--- config.mk ---
export PLATFORM = sky130hd
export DESIGN_NAME = gated_frequency_counter_display_core
export DESIGN_NICKNAME = d
export VERILOG_FILES = /design/src/design/gfcd_pkg.sv /design/src/design/gfcd_count.sv /design/src/design/gfcd_digit.sv /design/src/design/gated_frequency_counter_display_core.sv
export SDC_FILE = /design/constraint.sdc
export NUM_CORES = 1
export LEC_CHECK = 0
export BUFFER_PORTS_ARGS = -buffer_cell sky130_fd_sc_hd__buf_2
export CAP_MARGIN = 5
export CORE_ASPECT_RATIO = 1.5
export CORE_UTILIZATION = 53
export CTS_CLUSTER_SIZE = 12
export DETAILED_ROUTE_END_ITERATION = 10
export HOLD_SLACK_MARGIN = 0.08
export PLACE_DENSITY_LB_ADDON = 0.05
export SYNTH_ARGS = -nofsm -noshare
export SYNTH_HDL_FRONTEND = slang
export SYNTH_SLANG_ARGS = --single-unit
--- constraint.sdc ---
create_clock -name clk -period 16.2 [get_ports clk]
set_input_delay 0.81 -clock clk [delete_from_list [all_inputs] [get_ports clk]]
set_output_delay 0.81 -clock clk [all_outputs]
set_load 0.02 [all_outputs]
--- src/design/gfcd_pkg.sv ---
package gfcd_pkg;

  localparam int DIGIT_COUNT_DEF = 5;
  localparam int COUNT_BITS_DEF  = 16;

  localparam int GATE_W    = 16;
  localparam int SCAN_W    = 8;
  localparam int SELECT_W  = 5;
  localparam int PATTERN_W = 8;
  localparam int FREQ_W    = 16;
  localparam int DIGIT_W   = 4;
  localparam int CFG_DATA_W = 16;

  localparam logic [GATE_W-1:0] GATE_TICKS_RST = 16'd5000;
  localparam logic [SCAN_W-1:0] SCAN_TICKS_RST = 8'd2;
  localparam logic              INVERT_RST     = 1'b1;

  localparam logic [PATTERN_W-1:0] BLANK_PATTERN = 8'h00;
  localparam logic [PATTERN_W-1:0] PATTERN_RST   =
    INVERT_RST ? ~BLANK_PATTERN : BLANK_PATTERN;
  localparam logic [SELECT_W-1:0]  SELECT_FIRST  = 5'h10;

  typedef enum logic [1:0] {
    REG_GATE_TICKS,
    REG_SCAN_TICKS,
    REG_INVERT_SEGMENTS
  } cfg_reg_t;

  typedef struct packed {
    logic              scan_fire;
    logic              invert;
    logic              seen;
    logic              fresh;
    logic [FREQ_W-1:0] freq;
  } ctrl_t;

  function automatic logic [PATTERN_W-1:0] seg_pattern(input logic [DIGIT_W-1:0] d);
    logic [PATTERN_W-1:0] p;
    case (d)
      4'd0: p = 8'h3F;
      4'd1: p = 8'h06;
      4'd2: p = 8'h5B;
      4'd3: p = 8'h4F;
      4'd4: p = 8'h66;
      4'd5: p = 8'h6D;
      4'd6: p = 8'h7D;
      4'd7: p = 8'h07;
      4'd8: p = 8'h7F;
      4'd9: p = 8'h6F;
      default: p = BLANK_PATTERN;
    endcase
    return p;
  endfunction

endpackage

--- src/design/gfcd_count.sv ---
module gfcd_count #(
  parameter int DIGIT_COUNT = gfcd_pkg::DIGIT_COUNT_DEF,
  parameter int COUNT_BITS  = gfcd_pkg::COUNT_BITS_DEF,
  parameter int POS_W       = 3
) (
  input  logic                          clk,
  input  logic                          rst_n,
  input  logic                          in_tvalid,
  output logic                          in_tready,
  input  logic                          pulse_edge,
  input  logic                          base_tick,
  input  logic [gfcd_pkg::GATE_W-1:0]   gate_ticks,
  input  logic [gfcd_pkg::SCAN_W-1:0]   scan_ticks,
  input  logic                          invert_segments,
  input  logic                          a_ready,
  output logic                          a_valid,
  output gfcd_pkg::ctrl_t               a_ctrl,
  output logic [COUNT_BITS-1:0]         a_value,
  output logic [POS_W-1:0]              a_pos
);
  import gfcd_pkg::*;

  logic [COUNT_BITS-1:0] pulse_r, pulse_nxt, pulse_inc;
  logic [GATE_W-1:0]     gate_r, gate_nxt, gate_inc;
  logic [SCAN_W-1:0]     scan_r, scan_nxt, scan_inc;
  logic [POS_W-1:0]      pos_r, pos_nxt;
  logic                  seen_r, seen_nxt;
  logic [COUNT_BITS-1:0] latched_r, latched_nxt;
  logic                  latch, fire, advance, xfer;

  logic                  a_valid_r;
  ctrl_t                 a_ctrl_r;
  logic [COUNT_BITS-1:0] a_value_r;
  logic [POS_W-1:0]      a_pos_r;

  assign advance   = !a_valid_r || a_ready;
  assign in_tready = advance;
  assign xfer      = in_tvalid && advance;

  always_comb begin
    pulse_inc   = pulse_r + COUNT_BITS'(pulse_edge);
    gate_inc    = gate_r + GATE_W'(1);
    scan_inc    = scan_r + SCAN_W'(1);
    latch       = base_tick && (gate_inc >= gate_ticks);
    fire        = base_tick && (scan_inc >= scan_ticks);
    pulse_nxt   = pulse_inc;
    gate_nxt    = gate_r;
    scan_nxt    = scan_r;
    pos_nxt     = pos_r;
    seen_nxt    = seen_r;
    latched_nxt = latched_r;
    if (base_tick) begin
      gate_nxt = latch ? '0 : gate_inc;
      scan_nxt = fire ? '0 : scan_inc;
    end
    if (latch) begin
      latched_nxt = pulse_inc;
      pulse_nxt   = '0;
      seen_nxt    = 1'b1;
    end
    if (fire) begin
      pos_nxt = (pos_r == POS_W'(DIGIT_COUNT - 1)) ? '0 : pos_r + POS_W'(1);
    end
  end

  always_ff @(posedge clk) begin
    if (!rst_n) begin
      pulse_r   <= '0;
      gate_r    <= '0;
      scan_r    <= '0;
      pos_r     <= '0;
      seen_r    <= 1'b0;
      latched_r <= '0;
      a_valid_r <= 1'b0;
    end else begin
      if (xfer) begin
        pulse_r   <= pulse_nxt;
        gate_r    <= gate_nxt;
        scan_r    <= scan_nxt;
        pos_r     <= pos_nxt;
        seen_r    <= seen_nxt;
        latched_r <= latched_nxt;
      end
      if (advance) begin
        a_valid_r <= in_tvalid;
      end
    end
  end

  always_ff @(posedge clk) begin
    if (xfer) begin
      a_ctrl_r.scan_fire <= fire;
      a_ctrl_r.invert    <= invert_segments;
      a_ctrl_r.seen      <= seen_nxt;
      a_ctrl_r.fresh     <= latch;
      a_ctrl_r.freq      <= FREQ_W'(latched_nxt);
      a_value_r          <= latched_nxt;
      a_pos_r            <= pos_r;
    end
  end

  assign a_valid = a_valid_r;
  assign a_ctrl  = a_ctrl_r;
  assign a_value = a_value_r;
  assign a_pos   = a_pos_r;

  a_fresh_seen: assert property (@(posedge clk) disable iff (!rst_n)
    (a_valid_r && a_ctrl_r.fresh) |-> a_ctrl_r.seen)
    else $error("reading flagged before any latch");

  a_pos_range: assert property (@(posedge clk) disable iff (!rst_n)
    32'(pos_r) < DIGIT_COUNT)
    else $error("scan position out of range");

endmodule

--- src/design/gfcd_digit.sv ---
module gfcd_digit #(
  parameter int DIGIT_COUNT = gfcd_pkg::DIGIT_COUNT_DEF,
  parameter int COUNT_BITS  = gfcd_pkg::COUNT_BITS_DEF,
  parameter int POS_W       = 3
) (
  input  logic                             clk,
  input  logic                             rst_n,
  input  logic                             a_valid,
  output logic                             a_ready,
  input  gfcd_pkg::ctrl_t                  a_ctrl,
  input  logic [COUNT_BITS-1:0]            a_value,
  input  logic [POS_W-1:0]                 a_pos,
  output logic                             out_valid,
  input  logic                             out_ready,
  output logic [gfcd_pkg::SELECT_W-1:0]    out_select,
  output logic [gfcd_pkg::PATTERN_W-1:0]   out_pattern,
  output logic [gfcd_pkg::FREQ_W-1:0]      out_freq,
  output logic                             out_fresh
);
  import gfcd_pkg::*;

  localparam int MW     = COUNT_BITS + 1;
  localparam int PROD_W = COUNT_BITS + MW;
  localparam int SH_W   = $clog2(COUNT_BITS + 25);
  localparam int S10    = COUNT_BITS + 4;
  localparam longint unsigned M10 = ((64'd1 << S10) / 64'd10) + 64'd1;

  logic [MW-1:0]   mul_tab [DIGIT_COUNT];
  logic [SH_W-1:0] sh_tab  [DIGIT_COUNT];

  for (genvar k = 0; k < DIGIT_COUNT; k++) begin : g_recip
    localparam longint unsigned DIV_K = 64'(10 ** k);
    localparam int              SH_K  = COUNT_BITS + $clog2(10 ** k);
    localparam longint unsigned M_K   = ((64'd1 << SH_K) / DIV_K) + 64'd1;
    assign mul_tab[k] = MW'(M_K);
    assign sh_tab[k]  = SH_W'(SH_K);
  end

  // decade quotient
  logic                  b_valid_r;
  ctrl_t                 b_ctrl_r;
  logic [POS_W-1:0]      b_pos_r;
  logic [PROD_W-1:0]     b_prod_r;
  // mod-ten product
  logic                  c_valid_r;
  ctrl_t                 c_ctrl_r;
  logic [POS_W-1:0]      c_pos_r;
  logic [COUNT_BITS-1:0] c_q_r;
  logic [PROD_W-1:0]     c_prod_r;
  // drive and output
  logic [SELECT_W-1:0]   select_drive_r, select_nxt;
  logic [PATTERN_W-1:0]  pattern_drive_r, pattern_nxt, pat_raw;
  logic                  out_valid_r;
  logic [SELECT_W-1:0]   out_select_r;
  logic [PATTERN_W-1:0]  out_pattern_r;
  logic [FREQ_W-1:0]     out_freq_r;
  logic                  out_fresh_r;

  logic                  b_adv, c_adv, d_adv;
  logic [COUNT_BITS-1:0] q_b, q10, rem;
  logic [DIGIT_W-1:0]    digit;

  assign d_adv   = !out_valid_r || out_ready;
  assign c_adv   = !c_valid_r || d_adv;
  assign b_adv   = !b_valid_r || c_adv;
  assign a_ready = b_adv;

  always_comb begin
    q_b   = COUNT_BITS'(b_prod_r >> sh_tab[b_pos_r]);
    q10   = COUNT_BITS'(c_prod_r >> S10);
    rem   = c_q_r - COUNT_BITS'(q10 * COUNT_BITS'(10));
    digit = DIGIT_W'(rem);
    pat_raw     = c_ctrl_r.seen ? seg_pattern(digit) : BLANK_PATTERN;
    select_nxt  = select_drive_r;
    pattern_nxt = pattern_drive_r;
    if (c_ctrl_r.scan_fire) begin
      pattern_nxt = c_ctrl_r.invert ? ~pat_raw : pat_raw;
      select_nxt  = (32'(c_pos_r) < SELECT_W) ? SELECT_W'(SELECT_FIRST >> c_pos_r) : '0;
    end
  end

  always_ff @(posedge clk) begin
    if (!rst_n) begin
      b_valid_r       <= 1'b0;
      c_valid_r       <= 1'b0;
      out_valid_r     <= 1'b0;
      select_drive_r  <= '0;
      pattern_drive_r <= PATTERN_RST;
    end else begin
      if (b_adv) begin
        b_valid_r <= a_valid;
      end
      if (c_adv) begin
        c_valid_r <= b_valid_r;
      end
      if (d_adv) begin
        out_valid_r <= c_valid_r;
        if (c_valid_r) begin
          select_drive_r  <= select_nxt;
          pattern_drive_r <= pattern_nxt;
        end
      end
    end
  end

  always_ff @(posedge clk) begin
    if (b_adv && a_valid) begin
      b_ctrl_r <= a_ctrl;
      b_pos_r  <= a_pos;
      b_prod_r <= PROD_W'(a_value * mul_tab[a_pos]);
    end
    if (c_adv && b_valid_r) begin
      c_ctrl_r <= b_ctrl_r;
      c_pos_r  <= b_pos_r;
      c_q_r    <= q_b;
      c_prod_r <= PROD_W'(q_b * MW'(M10));
    end
    if (d_adv && c_valid_r) begin
      out_select_r  <= select_nxt;
      out_pattern_r <= pattern_nxt;
      out_freq_r    <= c_ctrl_r.freq;
      out_fresh_r   <= c_ctrl_r.fresh;
    end
  end

  assign out_valid   = out_valid_r;
  assign out_select  = out_select_r;
  assign out_pattern = out_pattern_r;
  assign out_freq    = out_freq_r;
  assign out_fresh   = out_fresh_r;

  a_select_onehot: assert property (@(posedge clk) disable iff (!rst_n)
    $onehot0(select_drive_r))
    else $error("more than one digit enabled");

  a_digit_decimal: assert property (@(posedge clk) disable iff (!rst_n)
    (c_valid_r && c_ctrl_r.scan_fire && c_ctrl_r.seen) |-> (digit <= DIGIT_W'(9)))
    else $error("digit split gave a non-decimal digit");

  a_blank_before_reading: assert property (@(posedge clk) disable iff (!rst_n)
    (d_adv && c_valid_r && c_ctrl_r.scan_fire && !c_ctrl_r.seen) |=>
    (pattern_drive_r == ($past(c_ctrl_r.invert) ? ~BLANK_PATTERN : BLANK_PATTERN)))
    else $error("digit drawn before first reading");

endmodule

--- src/design/gated_frequency_counter_display_core.sv ---
// Gated frequency counter with a multiplexed seven-segment display scan. Each input transfer
// is one sampled clock event carrying a pulse edge and/or a base tick; every input transfer
// yields exactly one output transfer holding the current digit select, segment pattern, last
// reading and a new-reading flag. One transfer is taken per clock unless out_tready stalls it;
// a result passes the counter stage register, then the digit path registers (reciprocal
// multiply by the scanned decade, mod-ten multiply, segment lookup and polarity).
// Configuration must be written only while no transfer is in flight; the block does not hold
// off writes by itself.
module gated_frequency_counter_display_core #(
  parameter int DIGIT_COUNT = gfcd_pkg::DIGIT_COUNT_DEF,
  parameter int COUNT_BITS  = gfcd_pkg::COUNT_BITS_DEF
) (
  input  logic                              clk,
  input  logic                              rst_n,
  input  logic                              in_tvalid,
  output logic                              in_tready,
  input  logic [7:0]                        in_tdata,    // pulse_edge, base_tick
  output logic                              out_tvalid,
  input  logic                              out_tready,
  output logic [31:0]                       out_tdata,   // digit_select, segment_drive, frequency
  output logic                              out_tuser,   // new_reading
  input  logic                              cfg_wr_en,
  input  logic [1:0]                        cfg_index,
  input  logic [gfcd_pkg::CFG_DATA_W-1:0]   cfg_wr_data
);
  import gfcd_pkg::*;

  localparam int POS_W = (DIGIT_COUNT > 1) ? $clog2(DIGIT_COUNT) : 1;

  logic [GATE_W-1:0]     gate_ticks_r;
  logic [SCAN_W-1:0]     scan_ticks_r;
  logic                  invert_r;

  logic                  a_valid, a_ready;
  ctrl_t                 a_ctrl;
  logic [COUNT_BITS-1:0] a_value;
  logic [POS_W-1:0]      a_pos;

  logic [SELECT_W-1:0]   out_select;
  logic [PATTERN_W-1:0]  out_pattern;
  logic [FREQ_W-1:0]     out_freq;

  always_ff @(posedge clk) begin
    if (!rst_n) begin
      gate_ticks_r <= GATE_TICKS_RST;
      scan_ticks_r <= SCAN_TICKS_RST;
      invert_r     <= INVERT_RST;
    end else if (cfg_wr_en) begin
      case (cfg_reg_t'(cfg_index))
        REG_GATE_TICKS:      gate_ticks_r <= GATE_W'(cfg_wr_data);
        REG_SCAN_TICKS:      scan_ticks_r <= SCAN_W'(cfg_wr_data);
        REG_INVERT_SEGMENTS: invert_r     <= cfg_wr_data[0];
        default: ;
      endcase
    end
  end

  gfcd_count #(
    .DIGIT_COUNT (DIGIT_COUNT),
    .COUNT_BITS  (COUNT_BITS),
    .POS_W       (POS_W)
  ) u_count (
    .clk             (clk),
    .rst_n           (rst_n),
    .in_tvalid       (in_tvalid),
    .in_tready       (in_tready),
    .pulse_edge      (in_tdata[0]),
    .base_tick       (in_tdata[1]),
    .gate_ticks      (gate_ticks_r),
    .scan_ticks      (scan_ticks_r),
    .invert_segments (invert_r),
    .a_ready         (a_ready),
    .a_valid         (a_valid),
    .a_ctrl          (a_ctrl),
    .a_value         (a_value),
    .a_pos           (a_pos)
  );

  gfcd_digit #(
    .DIGIT_COUNT (DIGIT_COUNT),
    .COUNT_BITS  (COUNT_BITS),
    .POS_W       (POS_W)
  ) u_digit (
    .clk         (clk),
    .rst_n       (rst_n),
    .a_valid     (a_valid),
    .a_ready     (a_ready),
    .a_ctrl      (a_ctrl),
    .a_value     (a_value),
    .a_pos       (a_pos),
    .out_valid   (out_tvalid),
    .out_ready   (out_tready),
    .out_select  (out_select),
    .out_pattern (out_pattern),
    .out_freq    (out_freq),
    .out_fresh   (out_tuser)
  );

  assign out_tdata = {3'b000, out_freq, out_pattern, out_select};

endmodule
==> results of run 1 <==
-- sequential cells by signal (all words and copies together) (netlist names), 4 cells and up --
register and cells:
u_count.latched_r 16, gate_ticks_r 16, u_digit.c_ctrl_r 20, u_digit.out_freq 16, u_digit.pattern_drive_r 8, u_count.scan_r 8
u_digit.b_prod_r 17, u_count.pulse_r 16, u_count.a_ctrl 20, u_digit.c_q_r 4, u_digit.select_drive_r 5, u_count.gate_r 16
scan_ticks_r 8, u_digit.out_pattern 8, u_digit.b_ctrl_r 20, u_digit.out_select 5
-- power groups by stage --
stage / logic (W) / registers (W) / clock network [W]
2_1_floorplan: 0.00169 / 0.000722 / 0
3_3_place_gp: 0.00216 / 0.000736 / 0
3_5_place_dp: 0.00222 / 0.000737 / 0
4_1_cts: 0.00224 / 0.000725 / 0.000561
5_1_grt: 0.00254 / 0.000729 / 0.000578
6_report: 0.00218 / 0.000724 / 0.000544
-- cell families after synthesis --
family	Yosys count	synth area share (%)
AND/OR/NAND/NOR	533	11.8
other	1	0.0175
XOR/XNOR	78	3.18
multiplexers	53	2.73
flip-flops	225	26.7
adder cells (fa/ha/maj)	498	38.4
AO/OA/AOI/OAI	239	7.47
buffers and inverters	536	9.60
-- area by class of cell --
type	count	area [µm²]
inverters	459	1720
flip-flops and latches	225	5740
clock buffers	40	713
fillers	3547	16700
multi-input cells	1404	13700
well taps	500	626
repair buffers	71	395
clock inverters	4	46.3
-- worst paths after layout --
kind                                       start                        endpoint  slack [ps]
setup reg to reg    u_digit.b_pos_r[1]$_DFFE_PP_  u_digit.c_prod_r[21]$_DFFE_PP_        8030
hold reg to reg   u_digit.b_ctrl_r[13]$_DFFE_PP_  u_digit.c_ctrl_r[13]$_DFFE_PP_         410
hold / removal    u_digit.b_ctrl_r[13]$_DFFE_PP_  u_digit.c_ctrl_r[13]$_DFFE_PP_         410
setup / recovery    u_digit.b_pos_r[1]$_DFFE_PP_  u_digit.c_prod_r[21]$_DFFE_PP_        8030
-- metal layers --
| metal | routed length, µm | up-vias |
|---|---|---|
| met2 | 27200 | 234 |
| met5 | 0 | - |
| li1 | - | 6957 |
| met4 | 2190 | 0 |
| met3 | 1390 | 110 |
| met1 | 19500 | 7236 |
-- layout by cell type, fill, tap and decap left out, types with 3 or more instances in the layout --
| cell | n |
|---|---|
| buf_4 | 16 |
| conb_1 | 3 |
| a22oi_1 | 4 |
| dfxtp_1 | 102 |
| and3_1 | 18 |
| a21oi_1 | 42 |
| edfxtp_1 | 123 |
| o21ai_1 | 5 |
| nor3_1 | 19 |
| inv_1 | 456 |
| nor3b_1 | 8 |
| mux2_2 | 14 |
| nand3_1 | 66 |
| xor2_1 | 28 |
| clkbuf_16 | 26 |
| clkbuf_1 | 13 |
| mux2i_1 | 36 |
| nor2_1 | 64 |
| ha_1 | 229 |
| xnor2_1 | 50 |
| a211oi_1 | 6 |
| a21boi_0 | 34 |
| inv_2 | 3 |
| buf_2 | 55 |
| o211a_1 | 10 |
| o22ai_1 | 4 |
| nand3b_1 | 13 |
| o211ai_1 | 21 |
| nand4_1 | 13 |
| fa_1 | 269 |
| nand2b_1 | 12 |
| or2_2 | 6 |
| a21o_1 | 21 |
| and2_1 | 48 |
| o21ai_0 | 53 |
| nor2b_1 | 18 |
| a31oi_1 | 9 |
| o21a_1 | 6 |
| nand2_1 | 232 |
-- per-stage QoR --
step	worst slack, ps	power, W
2_1_floorplan	9580	0.00241
3_3_place_gp	8040	0.00290
3_5_place_dp	8010	0.00295
4_1_cts	7940	0.00353
5_1_grt	7570	0.00385
6_report	8030	0.00345
==> out/qor.txt, run 1 <==
Min Hold Slack -> 406 ps
grt ovf -> 0
Placed Area -> 0.0222 mm²
syn_area_per_cell -> 9.92 µm²
largest net degree at the start of global routing -> 84
top cells by area, synth -> fa_1, edfxtp_1, ha_1, dfxtp_1, inv_1
RSZ-0062 raised after global routing -> no
Yosys warning total -> 0
post-synth top area share -> 25.1%
CP max FO -> 14
area leader, netlist -> fa_1
Switching Share -> 43.2%
Hold Crit Depth -> 0
htree depth -> 1
clock sink total -> 225
Flop pwr share -> 21.0%
final core occ -> 57.9%
crit path capture type -> flip-flop
top cells by count, synth -> inv_1, fa_1, nand2_1
DRT Wirelength -> 50.3 mm
met3 GRT Util -> 2.32%
CTS tree -> yes
fin area -> 0.0229 mm²
combinational share of power -> 63.2%
EDFF count, synth -> 123
worst skew pair latency -> 550 ps
share of cells above drive strength 1 -> 6.63%
Slew Limit Fails -> 0
global-route track usage on met1 -> 29.0%
Worst Path Arrival -> 8440 ps
crit path cell chain -> ha_1 > nand2b_1 > mux2i_1 > mux2i_1 > and2_1 > a311oi_1 > a211oi_1 > ha_1 > inv_1 > fa_1 > fa_1 > fa_1 > fa_1 > fa_1 > inv_1 > ha_1 > nand4_1 > nor2_1 > and3_1 > nand2_1 > a31oi_1 > a32o_2 > o31ai_1 > xnor2_1
Fmax -> 0.122 GHz
met2 usage -> 48.2%
Psw -> 0.00149 W
kind of critical path -> reg2reg
required time worst endpoint -> 16470 ps
Placed Cells -> 2659
critical path depth -> 24
TritonCTS buffer count -> 24
clock-pin slew on the worst setup and hold paths -> 80 ps
Post-Synthesis Cells -> 2163
first-pass GRT wire length -> 82.0 mm
Worst-Margin Slew -> 1240 ps
GR peak layer -> met2
First-pass DRT Iterations -> 4
vias in the first global route -> 15700
CP max-delay cell -> a211oi_1
antenna violations before repair -> 0
family with the most delay on the worst path -> adder cells
cells on worst reg2reg path -> 24
prevailing post-synth register cell -> edfxtp_1
Final ANT Viol Nets -> 0
routed length per instance -> 18.6 µm
Final TNS setup -> 0 ps
Core ar. -> 0.0396 mm²
global-route usage over all layers -> 25.4%
die span in y -> 248 µm
most used cell, CP -> fa_1
CTS Hold Buffers Added -> 0
Die W -> 166 µm
Final Wtd Congestion -> 0.948
Net count, final -> 2714
P&R area growth vs syn -> 6.91%
DP HPWL -> 40.3 mm
setup violators final -> 0
internal power -> 0.00196 W
total power per unit cell area -> 150 mW/mm²
max_cap viols -> 0
Port Buffers -> 56
Yosys reg bits -> 225
status -> completed
Worst Clk Skew -> 27.9 ps
endpoints failing hold -> 0
Post-synth ARST share -> 0%
Min-Delay Path Class -> reg2reg
# IOs -> 66
post-synthesis cell type count -> 71
max_slew headroom -> 16.9%
clock buffer depth -> 3
Avg Vias per Cell -> 5.38
Rows -> 89
sequential area share after synthesis -> 26.7%
vias -> 14500
number of diodes -> 0
WP buf/inv -> 2
crit share post-route -> 50.4%
initial core utilization -> 54.1%
CTS root buf -> clkbuf_16
slowest stage delay, CP -> 890 ps
initial DRC count -> 612
most numerous cell in the Yosys netlist -> inv_1
CTS resizes -> 0
leak pwr -> 11.1 nW
DRC Markers -> 0
Final Non-Filler Cells -> 2703
Worst VDD drop -> 0.127 mV
cell area after synthesis -> 0.0215 mm²
postcts setup bufs -> 0
Clock Power Share -> 15.8%
minimum clock period -> 8170 ps
Setup crit start kind -> flip-flop
Total Die Area -> 0.0413 mm²
(Power assumes the default switching activity.)
==> run 2, diff against run 1 <==
--- a/config.mk
+++ b/config.mk
@@ -5,6 +5,7 @@
 export SDC_FILE = /design/constraint.sdc
 export NUM_CORES = 1
 export LEC_CHECK = 0
+export ABC_AREA = 1
 export BUFFER_PORTS_ARGS = -buffer_cell sky130_fd_sc_hd__buf_2
 export CAP_MARGIN = 5
 export CORE_ASPECT_RATIO = 1.5
==> constraint.sdc (replaced) <==
create_clock -name clk -period 7.9 [get_ports clk]
set_input_delay 0.395 -clock clk [delete_from_list [all_inputs] [get_ports clk]]
set_output_delay 0.395 -clock clk [all_outputs]
set_load 0.02 [all_outputs]
==> run 2 against run 1 <==
Against the previous run:
- cell count increased by 18%
- flip-flop and latch count unchanged
- sequential share of layout area decreased by 0.95 points
- global-route usage increased by 1.6 points
- setup slack got worse by 7600 ps
- non-clock buffer count increased by 15
- critical endpoint unchanged
- clock-buffer cell count unchanged
- highest routed layer unchanged
==> out/qor.txt, run 2 <==
initial core utilization -> 53.8%
Avg Vias per Cell -> 5.15
Final Wtd Congestion -> 0.954
# IOs -> 66
Core ar. -> 0.0412 mm²
min-delay src -> cfg_wr_data[7]
DRT Wirelength -> 55.0 mm
first-pass GRT wire length -> 88.5 mm
clock sink total -> 225
final core occ -> 57.9%
most numerous cell in the Yosys netlist -> inv_1
max_slew headroom -> 42.7%
cells on worst reg2reg path -> 27
most common cell after layout, fill and taps aside -> inv_1
Min-Delay Path Class -> in2reg
area leader, netlist -> fa_1
Net count, final -> 3150
Yosys reg bits -> 225
top cells by count, synth -> inv_1, nand2_1, fa_1
EDFF count, synth -> 123
antenna violations before repair -> 0
minimum clock period -> 7430 ps
combinational share of power -> 67.5%
commonest cells after routing, fill and taps aside -> inv_1, nand2_1, fa_1
DRC Markers -> 0
clock-pin slew on the worst setup and hold paths -> 60 ps
RSZ-0062 raised after global routing -> no
initial DRC count -> 615
routed length per instance -> 17.2 µm
Setup crit start kind -> flip-flop
Worst-Margin Slew -> 836 ps
max_cap viols -> 0
fin area -> 0.0238 mm²
clock buffer depth -> 3
CTS root buf -> clkbuf_16
Total Die Area -> 0.0427 mm²
setup violators final -> 0
Rows -> 91
die span in y -> 252 µm
Fmax -> 0.135 GHz
TritonCTS buffer count -> 24
CTS tree -> yes
prevailing post-synth register cell -> edfxtp_1
total power per unit cell area -> 327 mW/mm²
filler cell count -> 3863
CP max FO -> 9
Switching Share -> 49.5%
P&R area growth vs syn -> 7.57%
Yosys warning total -> 0
R2R Path Start -> u_digit.b_pos_r[1]$_DFFE_PP_
Final ANT Viol Nets -> 0
Post-Synthesis Cells -> 2562
internal power -> 0.00393 W
Port Buffers -> 56
DP HPWL -> 46.4 mm
Flop pwr share -> 18.8%
cell area after synthesis -> 0.0222 mm²
number of diodes -> 0
kind of critical path -> reg2reg
CTS resizes -> 0
post-synth top area share -> 24.3%
Post-synth ARST share -> 0%
crit path capture type -> flip-flop
Worst VDD drop -> 0.178 mV
Worst Path Arrival -> 7720 ps
Hold Crit Depth -> 3
Psw -> 0.00386 W
htree depth -> 1
required time worst endpoint -> 8190 ps
Clock Power Share -> 13.6%
leak pwr -> 11.8 nW
largest net degree at the start of global routing -> 63
Die W -> 169 µm
grt ovf -> 0
syn_area_per_cell -> 8.65 µm²
Worst Clk Skew -> 18.1 ps
endpoints failing hold -> 0
status -> completed
global-route usage over all layers -> 27.0%
share of cells above drive strength 1 -> 5.95%
Placed Area -> 0.0231 mm²
Slew Limit Fails -> 0
crit share post-route -> 94.1%
First-pass DRT Iterations -> 5
top cells by area, synth -> fa_1, edfxtp_1, ha_1, inv_1, dfxtp_1
vias in the first global route -> 17300
Final TNS setup -> 0 ps
FF-to-FF End -> u_digit.c_prod_r[21]$_DFFE_PP_
post-synthesis cell type count -> 54
CTS Hold Buffers Added -> 4
flop-to-flop setup slack -> 470 ps
worst skew pair latency -> 550 ps
Pwr Total -> 0.00779 W
vias -> 16500
postcts setup bufs -> 0
sequential area share after synthesis -> 25.9%
Worst Hold Path EP -> gate_ticks_r[7]$_SDFFE_PN1P_
-- run 2: changes by cell type after synthesis, sizes merged, moves of 49 or more --
cell,before,now
inv,459,644
nand2,232,404
nor2,65,189
a21oi,42,138
o21ai,59,111
nand3,67,116
-- run 2: power groups by stage --
stage | Combinational (W) | Sequential [W] | Clock (W)
after detailed placement | 0.00528 | 0.00149 | 0
after floorplan | 0.00384 | 0.00147 | 0
after CTS | 0.00533 | 0.00147 | 0.00110
after global routing | 0.00604 | 0.00148 | 0.00113
final | 0.00526 | 0.00147 | 0.00106
after global placement | 0.00522 | 0.00149 | 0
-- run 2: logic make-up after synthesis --
kind of cell | share of synthesized area (%)
buf+inv | 12.2
compound gates | 7.67
mux | 0.0903
fa+ha+maj | 37.2
flops | 25.9
simple gates | 14.9
xor+xnor | 2.05
other cells | 0.0169
-- run 2: routing by layer --
layer | routed length (µm) | up-vias | global-route usage [%]
li1 | - | 8087 | -
met3 | 1520 | 138 | 2.32
met2 | 30300 | 291 | 52.7
met1 | 20000 | 7934 | 28.3
met5 | 0 | - | 0
met4 | 3220 | 0 | 14.2
-- run 2: per-stage QoR --
stage / setup WS (ps) / hold slack [ps] / instances
after detailed placement: 438 / 405 / 3149
after floorplan: 1570 / 400 / 2564
after global routing: 68.4 / 118 / 3197
final: 470 / 105 / 3197
after CTS: 438 / 84.7 / 3197
after global placement: 511 / 404 / 3149
-- run 2: worst max path at each step --
stage	to	slack [ps]	cells after the start	from
finish	u_digit.c_prod_r[21]$_DFFE_PP_	470	27	u_digit.b_pos_r[1]$_DFFE_PP_
global route	u_digit.c_prod_r[21]$_DFFE_PP_	70	25	u_digit.b_pos_r[1]$_DFFE_PP_
CTS	u_digit.c_prod_r[21]$_DFFE_PP_	440	27	u_digit.b_pos_r[1]$_DFFE_PP_
detailed placement	u_digit.c_prod_r[21]$_DFFE_PP_	440	27	u_digit.b_pos_r[1]$_DFFE_PP_
global placement	u_digit.c_prod_r[21]$_DFFE_PP_	510	27	u_digit.b_pos_r[1]$_DFFE_PP_
floorplan	u_digit.b_prod_r[21]$_DFFE_PP_	1570	29	u_count.a_pos[1]$_DFFE_PP_
-- run 2: layout make-up --
cell class,instances,area (µm²),area share (%)
Clock buffer,40,688,2.89
Sequential cell,225,5740,24.0
Clock inverter,4,40.0,0.168
Timing Repair Buffer,86,515,2.16
Multi-Input combinational cell,1636,13700,57.6
Tap cell,558,698,2.93
Inverter,648,2430,10.2
-- run 2: worst max-delay path, stage by stage (launching register included) --
cell      delay, ps
edfxtp_1        580
ha_1            440
inv_2           100
nor2_4          230
nand2_1          80
o21ai_0         100
nand2_1          70
o21ai_0         100
o21ai_0         150
mux2i_1         700
ha_1            380
inv_1            90
fa_1            490
fa_1            580
fa_1            560
fa_1            540
fa_1            580
inv_1            50
ha_1            280
nand2_1          90
inv_1            70
nand2_1          90
nor4b_1         370
nand4_2         150
nand2_2         110
nand2_2          60
nand3_1          60
nand2_1          60
